### src/rtl/pulse_width_frame_receiver_assert.svh
// ----------------------------------------------------------------------------
// pulse_width_frame_receiver_assert.svh
// assertion macros for the pulse-width frame receiver, empty in synthesis
// ----------------------------------------------------------------------------
`ifndef PULSE_WIDTH_FRAME_RECEIVER_ASSERT_SVH
`define PULSE_WIDTH_FRAME_RECEIVER_ASSERT_SVH

`ifndef SYNTHESIS
// checked only while out of reset
`define PWFR_ASSERT(lbl, prop, msg) \
  lbl: assert property (@(posedge clk) disable iff (!rst_n) prop) else $error(msg);
// checked during reset as well
`define PWFR_ASSERT_RST(lbl, prop, msg) \
  lbl: assert property (@(posedge clk) prop) else $error(msg);
`else
`define PWFR_ASSERT(lbl, prop, msg)
`define PWFR_ASSERT_RST(lbl, prop, msg)
`endif

`endif

### src/rtl/pwfr_pkg.sv
// ----------------------------------------------------------------------------
// pwfr_pkg
// types, codes and the crc helper of the pulse-width frame receiver
// ----------------------------------------------------------------------------
`default_nettype none

package pwfr_pkg;

  localparam int unsigned PREAMBLE_BYTES = 2;
  localparam int unsigned COUNT_BITS     = 16;

  localparam logic [7:0]  PREAMBLE_BYTE = 8'hAA;
  localparam logic [15:0] CRC_INIT      = 16'hFFFF;
  localparam logic [15:0] CRC_POLY      = 16'h1021;
  localparam logic [15:0] CRC_MSB       = 16'h8000;

  // configuration register indexes
  localparam logic [7:0] REG_START_THRESHOLD = 8'd0;
  localparam logic [7:0] REG_ZERO_MIN        = 8'd1;
  localparam logic [7:0] REG_ZERO_MAX        = 8'd2;
  localparam logic [7:0] REG_ONE_MIN         = 8'd3;
  localparam logic [7:0] REG_ONE_MAX         = 8'd4;
  localparam logic [7:0] REG_MAX_PAYLOAD_LEN = 8'd5;

  typedef enum logic [0:0] {
    KIND_DATA   = 1'b0,
    KIND_STATUS = 1'b1
  } out_kind_t;

  typedef enum logic [2:0] {
    ST_OK        = 3'd0,
    ST_CRC_BAD   = 3'd1,
    ST_PREAMBLE  = 3'd2,
    ST_TOO_LONG  = 3'd3,
    ST_UNREAD    = 3'd4,
    ST_RESTART   = 3'd5
  } frame_status_t;

  typedef enum logic [7:0] {
    PH_HUNT = 8'b0000_0001,
    PH_PRE  = 8'b0000_0010,
    PH_TYPE = 8'b0000_0100,
    PH_LHI  = 8'b0000_1000,
    PH_LLO  = 8'b0001_0000,
    PH_RES  = 8'b0010_0000,
    PH_PAY  = 8'b0100_0000,
    PH_CRC  = 8'b1000_0000
  } phase_t;

  // crc-16 ccitt, msb first, one byte
  function automatic logic [15:0] crc_byte(input logic [15:0] crc_in, input logic [7:0] b);
    logic [15:0] c;
    c = crc_in ^ {b, 8'h00};
    for (int i = 0; i < 8; i++) begin
      if ((c & CRC_MSB) != 16'h0000) begin
        c = {c[14:0], 1'b0} ^ CRC_POLY;
      end else begin
        c = {c[14:0], 1'b0};
      end
    end
    return c;
  endfunction

endpackage

`default_nettype wire

### src/rtl/pulse_width_frame_receiver.sv
// ----------------------------------------------------------------------------
// pulse_width_frame_receiver
// decodes pulse-width symbols into framed bytes, checks preamble and crc
// ----------------------------------------------------------------------------
// Usage:
//   in_*  : one request per symbol window, tdata = high-sample count.
//   out_* : one request per payload byte (tuser = 0) or per end-of-frame
//           status (tuser = 1); tdata carries byte, type, length, status
//           and the received crc word.
//   cfg_* : register writes, taken at any time, always ready; write only
//           while no symbol is in flight.
// A symbol is accepted into the input register; its result is registered in the
// result register once that register can take it, and then shows on out_*.
// Throughput is one symbol per cycle while out_tready stays high: an input
// register feeds the combinational decode logic, a single-byte crc update and
// the phase machine, into a result register.
// When the result register is full and out_tready is low, the input register
// keeps its symbol and in_tready falls once it is occupied; nothing is lost.
// Reset clears both valid flags, puts the phase machine into hunting and
// loads the register defaults (600, 290, 600, 20, 290, 256).
// ----------------------------------------------------------------------------
`default_nettype none

`include "pulse_width_frame_receiver_assert.svh"

module pulse_width_frame_receiver
  import pwfr_pkg::*;
(
  input  wire logic        clk,
  input  wire logic        rst_n,
  // symbol input
  input  wire logic        in_tvalid,
  output logic             in_tready,
  input  wire logic [15:0] in_tdata,   // [15:0] symbol_high_count
  // result output
  output logic             out_tvalid,
  input  wire logic        out_tready,
  output logic [55:0]      out_tdata,  // [7:0] out_byte, [15:8] msg_type,
                                       // [31:16] msg_length, [34:32] frame_status,
                                       // [50:35] received_crc, [55:51] zero
  output logic             out_tuser,  // [0] out_kind
  // configuration
  input  wire logic        cfg_valid,
  output logic             cfg_ready,
  input  wire logic [7:0]  cfg_index,
  input  wire logic [15:0] cfg_data
);

  // configuration registers
  logic [15:0] start_thr_r, zero_min_r, zero_max_r, one_min_r, one_max_r, max_len_r;

  // input stage
  logic                  in_valid_r;
  logic [COUNT_BITS-1:0] in_count_r;
  logic                  adv;

  // frame state
  phase_t      phase_r, phase_nxt;
  logic [2:0]  bit_pos_r, bit_pos_nxt;
  logic [7:0]  shift_r, shift_nxt;
  logic [15:0] byte_cnt_r, byte_cnt_nxt;
  logic [7:0]  type_r, type_nxt;
  logic [15:0] length_r, length_nxt;
  logic [15:0] crc_acc_r, crc_acc_nxt;
  logic [15:0] crc_rx_r, crc_rx_nxt;

  // result stage
  logic          out_valid_r;
  out_kind_t     out_kind_r;
  logic [7:0]    out_byte_r;
  logic [7:0]    out_type_r;
  logic [15:0]   out_len_r;
  frame_status_t out_status_r;
  logic [15:0]   out_crc_r;

  // step results
  logic          emit;
  out_kind_t     res_kind;
  logic [7:0]    res_byte;
  frame_status_t res_status;
  logic [15:0]   res_crc;

  logic          is_start, is_zero, is_one;
  logic [7:0]    byte_full;
  logic [16:0]   cnt_inc;
  logic [15:0]   crc_rx_shift;

  assign cfg_ready = 1'b1;

  always_ff @(posedge clk) begin
    if (!rst_n) begin
      start_thr_r <= 16'd600;
      zero_min_r  <= 16'd290;
      zero_max_r  <= 16'd600;
      one_min_r   <= 16'd20;
      one_max_r   <= 16'd290;
      max_len_r   <= 16'd256;
    end else if (cfg_valid) begin
      case (cfg_index)
        REG_START_THRESHOLD: start_thr_r <= cfg_data;
        REG_ZERO_MIN:        zero_min_r  <= cfg_data;
        REG_ZERO_MAX:        zero_max_r  <= cfg_data;
        REG_ONE_MIN:         one_min_r   <= cfg_data;
        REG_ONE_MAX:         one_max_r   <= cfg_data;
        REG_MAX_PAYLOAD_LEN: max_len_r   <= cfg_data;
        default: ;
      endcase
    end
  end

  // the input register drains whenever the result register can take a result
  assign adv       = in_valid_r && (!out_valid_r || out_tready);
  assign in_tready = !in_valid_r || adv;

  always_ff @(posedge clk) begin
    if (!rst_n) begin
      in_valid_r <= 1'b0;
    end else if (in_tready) begin
      in_valid_r <= in_tvalid;
    end
  end

  always_ff @(posedge clk) begin
    if (in_tready) begin
      in_count_r <= in_tdata[COUNT_BITS-1:0];
    end
  end

  assign is_start     = in_count_r > start_thr_r;
  assign is_zero      = (in_count_r > zero_min_r) && (in_count_r < zero_max_r);
  assign is_one       = (in_count_r > one_min_r) && (in_count_r < one_max_r);
  assign byte_full    = {shift_r[6:0], !is_zero};
  assign cnt_inc      = {1'b0, byte_cnt_r} + 17'd1;
  assign crc_rx_shift = {crc_rx_r[7:0], byte_full};

  always_comb begin
    phase_nxt    = phase_r;
    bit_pos_nxt  = bit_pos_r;
    shift_nxt    = shift_r;
    byte_cnt_nxt = byte_cnt_r;
    type_nxt     = type_r;
    length_nxt   = length_r;
    crc_acc_nxt  = crc_acc_r;
    crc_rx_nxt   = crc_rx_r;
    emit         = 1'b0;
    res_kind     = KIND_STATUS;
    res_byte     = 8'h00;
    res_status   = ST_OK;
    res_crc      = crc_rx_r;

    if (adv) begin
      if (is_start) begin
        // start tone: report a restart if a frame was open, then begin anew
        emit         = (phase_r != PH_HUNT);
        res_status   = ST_RESTART;
        phase_nxt    = PH_PRE;
        bit_pos_nxt  = 3'd0;
        shift_nxt    = 8'h00;
        byte_cnt_nxt = 16'h0000;
        type_nxt     = 8'h00;
        length_nxt   = 16'h0000;
        crc_acc_nxt  = CRC_INIT;
        crc_rx_nxt   = 16'h0000;
      end else if (!is_zero && !is_one) begin
        if (phase_r != PH_HUNT) begin
          emit        = 1'b1;
          res_status  = ST_UNREAD;
          phase_nxt   = PH_HUNT;
          bit_pos_nxt = 3'd0;
          shift_nxt   = 8'h00;
        end
      end else if (phase_r != PH_HUNT) begin
        if (bit_pos_r != 3'd7) begin
          shift_nxt   = byte_full;
          bit_pos_nxt = bit_pos_r + 3'd1;
        end else begin
          bit_pos_nxt = 3'd0;
          shift_nxt   = 8'h00;
          case (phase_r)
            PH_PRE: begin
              if (byte_full != PREAMBLE_BYTE) begin
                emit       = 1'b1;
                res_status = ST_PREAMBLE;
                phase_nxt  = PH_HUNT;
              end else if (cnt_inc >= 17'(PREAMBLE_BYTES)) begin
                byte_cnt_nxt = 16'h0000;
                phase_nxt    = PH_TYPE;
              end else begin
                byte_cnt_nxt = cnt_inc[15:0];
              end
            end
            PH_TYPE: begin
              type_nxt  = byte_full;
              phase_nxt = PH_LHI;
            end
            PH_LHI: begin
              length_nxt = {byte_full, 8'h00};
              phase_nxt  = PH_LLO;
            end
            PH_LLO: begin
              length_nxt = {length_r[15:8], byte_full};
              phase_nxt  = PH_RES;
            end
            PH_RES: begin
              if (length_r > max_len_r) begin
                emit       = 1'b1;
                res_status = ST_TOO_LONG;
                phase_nxt  = PH_HUNT;
              end else begin
                byte_cnt_nxt = 16'h0000;
                phase_nxt    = (length_r == 16'h0000) ? PH_CRC : PH_PAY;
              end
            end
            PH_PAY: begin
              crc_acc_nxt = crc_byte(crc_acc_r, byte_full);
              emit        = 1'b1;
              res_kind    = KIND_DATA;
              res_byte    = byte_full;
              res_crc     = 16'h0000;
              if (cnt_inc >= {1'b0, length_r}) begin
                byte_cnt_nxt = 16'h0000;
                phase_nxt    = PH_CRC;
              end else begin
                byte_cnt_nxt = cnt_inc[15:0];
              end
            end
            PH_CRC: begin
              crc_rx_nxt   = crc_rx_shift;
              byte_cnt_nxt = cnt_inc[15:0];
              res_crc      = crc_rx_shift;
              if (cnt_inc >= 17'd2) begin
                emit       = 1'b1;
                res_status = (crc_rx_shift == crc_acc_r) ? ST_OK : ST_CRC_BAD;
                phase_nxt  = PH_HUNT;
              end
            end
            default: ;
          endcase
        end
      end
    end
  end

  always_ff @(posedge clk) begin
    if (!rst_n) begin
      phase_r    <= PH_HUNT;
      bit_pos_r  <= 3'd0;
      shift_r    <= 8'h00;
      byte_cnt_r <= 16'h0000;
      type_r     <= 8'h00;
      length_r   <= 16'h0000;
      crc_acc_r  <= CRC_INIT;
      crc_rx_r   <= 16'h0000;
    end else begin
      phase_r    <= phase_nxt;
      bit_pos_r  <= bit_pos_nxt;
      shift_r    <= shift_nxt;
      byte_cnt_r <= byte_cnt_nxt;
      type_r     <= type_nxt;
      length_r   <= length_nxt;
      crc_acc_r  <= crc_acc_nxt;
      crc_rx_r   <= crc_rx_nxt;
    end
  end

  always_ff @(posedge clk) begin
    if (!rst_n) begin
      out_valid_r <= 1'b0;
    end else if (adv) begin
      out_valid_r <= emit;
    end else if (out_tready) begin
      out_valid_r <= 1'b0;
    end
  end

  // type and length go out as they stood before this symbol
  always_ff @(posedge clk) begin
    if (adv) begin
      out_kind_r   <= res_kind;
      out_byte_r   <= res_byte;
      out_type_r   <= type_r;
      out_len_r    <= length_r;
      out_status_r <= res_status;
      out_crc_r    <= res_crc;
    end
  end

  assign out_tvalid = out_valid_r;
  assign out_tuser  = out_kind_r;
  assign out_tdata  = {5'b00000, out_crc_r, out_status_r, out_len_r, out_type_r, out_byte_r};

  `PWFR_ASSERT_RST(a_no_result_after_reset, !rst_n |=> !out_valid_r,
                   "result valid right after reset")
  `PWFR_ASSERT(a_data_item_clean,
               (out_valid_r && out_kind_r == KIND_DATA) |->
                 (out_status_r == ST_OK && out_crc_r == 16'h0000),
               "payload byte carries status or crc")
  `PWFR_ASSERT(a_hold_when_stalled,
               (in_valid_r && out_valid_r && !out_tready) |-> !in_tready,
               "input taken while result stage blocked")
  `PWFR_ASSERT(a_hunt_idle_bits, (phase_r == PH_HUNT) |-> (bit_pos_r == 3'd0 && shift_r == 8'h00),
               "bit assembly active while hunting")
  `PWFR_ASSERT(a_payload_count, (phase_r == PH_PAY) |-> (byte_cnt_r < length_r),
               "payload count past length")

endmodule

`default_nettype wire
### config.mk
export PLATFORM = sky130hd
export DESIGN_NAME = pulse_width_frame_receiver
export DESIGN_NICKNAME = d
export VERILOG_FILES = /design/src/rtl/pwfr_pkg.sv /design/src/rtl/pulse_width_frame_receiver.sv
export VERILOG_INCLUDE_DIRS = /design/src /design/src/rtl
export SDC_FILE = /design/constraint.sdc
export NUM_CORES = 1
export LEC_CHECK = 0
export BUFFER_PORTS_ARGS = -buffer_cell sky130_fd_sc_hd__buf_2
export CAP_MARGIN = 30
export CORE_MARGIN = 3
export CORE_UTILIZATION = 60
export DETAILED_ROUTE_END_ITERATION = 6
export PLACE_DENSITY = 0.8
export SETUP_SLACK_MARGIN = 0.3
export SLEW_MARGIN = 20
export SYNTH_ARGS = -nofsm -noshare
export SYNTH_HDL_FRONTEND = slang
export SYNTH_SLANG_ARGS = --single-unit
export TNS_END_PERCENT = 50
### constraint.sdc
create_clock -name clk -period 4.1 [get_ports clk]
set_input_delay 0.82 -clock clk [delete_from_list [all_inputs] [get_ports clk]]
set_output_delay 0.82 -clock clk [all_outputs]
set_load 0.03 [all_outputs]
==> results.ini <==
[yosys]
synth-seq-cells = 256
yosysUniqueCellTypes = 75
yosys_most_used_dff = dfxtp_1
mappedNetlistArea_um2 = 13600
synth_largest_type_area_fraction_pct = 27.7
synth_commonest_cells = 240 x nand2_1, 188 x dfxtp_1, 122 x inv_1
avgSynthCellArea_um2 = 9.41
syn_inst = 1447
synth_edf_count = 68
post-synth-top-count-cell = nand2_1
yosysWarningCount = 0
synth-seq-area-share_pct = 42.7
synthDominantAreaCellType = dfxtp_1
ys_async_sr_fraction_pct = 0
synth_top_area_cells = dfxtp_1 28%, edfxtp_1 15%, ha_1 10%, nand2_1 6.6%, mux2i_1 5.6%

[detailed_routing]
first_iter_violations = 790
drt_pass1_iterations = 6
postRouteAntennaNets = 0
route.detailed.vias_per_inst = 5.84
number_of_remaining_drc_errors = 0
wl_met1_mm = 14.4
met2_length_mm = 15.5
totalWireLength_mm = 33.3
vias_after_detailed_routing = 10800
met3_wirelength_mm = 2.19
route.top_layer_used = met4
avgRoutedWirePerCell_um = 18.0

[power_and_ir_drop]
clock_group_share_of_total_power_pct = 46.3
vdd.ir_drop.worst_mv = 0.383
power.switching_mw = 1.30
part_of_the_power_in_combinational_logic_pct = 7.1
seqPwrFrac_pct = 46.6
power_switching_share_pct = 22.8
fin_total_pwr_mw = 5.70
power.leakage_nw = 6.39
cell_area_power_density_nw_per_um2 = 367
power_report.internal_total_mw = 4.40

[timing]
fin_crit_sh_pct = 88.5
setup-violations-final = 0
timing.final.crit_period_ns = 3.63
rsz0062_at_grt = yes
setup-tns-final_ns = 0
count_of_pins_over_their_slew_limit = 0
finalHoldViolCount = 0
max_freq_mhz = 276
worstMarginPinSlew_ns = 0.910
max-slew-margin-rel_pct = 38.8
whs_ns = 0.428
fin_worst_skew_ns = 0.00922

[critical_path]
critical-path-max-stage-delay_ns = 0.49
type_of_the_worst_setup_path = reg -> reg
critical_path_required_ns = 4.57
critPathBufInv = 1
worst_setup_path_end_kind = flop
worst_path_dominant_cell_family = compound AO/OA/AOI/OAI gates
crit_path_cell_trace = buf_4, nand4_2, nor4_4, xor2_1, ha_1, and4_1, a221oi_1, o2111ai_1, a31oi_2, a211oi_1, o21ai_2, mux2i_1
cp.arrival_ns = 4.09
critical_path.startpoint_type = flop
crit_slowest_cell = o21ai_2
critical_path.max_fanout = 8

[clock_tree]
clock_pin_slew_on_the_worst_setup_and_hold_paths_ns = 0.07
cts_max_path_buffers = 3
cts.root.buffer_cell = clkbuf_16
insertion_delay_ns = 0.54
cts_num_sinks = 256
cts_inserted_buffers = 27
cts_tree = built
ctsHtreeMaxLevel = 1

[floorplan]
dieHeight_um = 157
die_w_um = 157
boundaryPins = 105
start_util_pct = 61.8
floorplan.core_area_um2 = 22000
placement_rows = 54
die-area_um2 = 24500

[placed_design]
numPlacedInstances = 1789
port-buffer-count = 98
detailedPlacementHpwl_mm = 23.3
gp_congestion = 1.01

[cells_and_area]
drive_gt1_share_pct = 14.4
register_area_um2 = 5810
multi_input_comb_area_um2 = 7100
area_growth_pct = 13.9
antenna_cells_inserted = 0
final_cell_count_without_fillers = 1847
fill_cells = 1641
nNetsFinal = 1705

[global_route]
global_route.overflow_total = 0
pin_count_of_the_biggest_net_entering_global_routing = 150
first_global_vias = 10400
global_route.usage.total_pct = 26.9
antenna_found_initial = 0
global_route_wire_length_before_repair_mm = 53.7

[hold_path]
hp-class = reg -> reg

[job]
maxCapViolCount = 0

[outcome]
status = finished clean

-- power groups by stage --
stage / combinational [mW] / clock [mW] / sequential, mW
final: 0.404 / 2.64 / 2.66
after global placement: 0.383 / 0 / 2.71
after detailed placement: 0.394 / 0 / 2.71
after CTS: 0.397 / 2.66 / 2.66
after global routing: 0.439 / 2.76 / 2.66
after floorplan: 0.243 / 0 / 2.73
-- cell usage in the layout (no fill, tap or decap), drive strengths merged, types with 18 or more instances in the layout --
cell,synthesis,layout
buf,19,138
o21ai,22,22
nor2,43,43
nand2,242,242
o211ai,20,20
mux2i,76,76
inv,122,124
a21boi,56,56
dfxtp,188,188
a22o,26,26
xor2,24,24
xnor2,31,31
nand3,33,33
clkbuf,54,42
nand4,20,20
a21oi,53,53
edfxtp,68,68
nor4,18,18
nor2b,51,51
and2,18,18
ha,114,114
-- repair_timing --
action	CTS	global route
endpoints found under the setup margin	10	48
hold buffers	0	0
resized for setup	2	10
buffers inserted	0	7
pin swaps	0	1
-- cells by family (layout without fill, tap and decap cells) --
logic type,count (synthesis),after routing,share of synthesized area (%)
fa+ha+maj,114,114,10.5
simple gates,498,498,18.2
xor+xnor,55,55,3.54
other cells,2,6,0.0552
mux,77,77,5.67
buf+inv,195,311,5.72
flops,256,256,42.7
compound gates,250,250,13.6
-- final cells by class --
cell class / count / area share (%)
tap: 280 / 2.26
sequential: 256 / 37.5
clock buffer: 41 / 5.28
timing repair buffer: 139 / 5.27
multi-input combinational: 1000 / 45.8
inverter: 122 / 2.95
clock inverter: 9 / 0.984
-- per-stage QoR --
stage                     area (um2)  util, %  setup slack (ns)
after floorplan                13600        -             0.629
after global placement         14400     65.5             0.337
after detailed placement       14400     65.5             0.244
after CTS                      15400     69.9             0.323
after global routing           15500     70.4             0.209
final                          15500     70.4             0.472
-- final timing paths --
check | from | endpoint | slack [ns] | cells after the start
setup / recovery | byte_cnt_r[0] | phase_r[2] | 0.47 | 12
hold / removal | type_r[2] | out_type_r[2] | 0.43 | 0
setup reg to reg | byte_cnt_r[0] | phase_r[2] | 0.47 | 12
hold reg to reg | type_r[2] | out_type_r[2] | 0.43 | 0
-- metal layers --
| metal | GRT usage [%] | vias up |
|---|---|---|
| met1 | 35.8 | 5070 |
| li1 | - | 5251 |
| met5 | 0 | - |
| met3 | 4.62 | 98 |
| met2 | 45.0 | 376 |
| met4 | 8.71 | 0 |
Note: power is estimated with default switching activity, not from simulation.
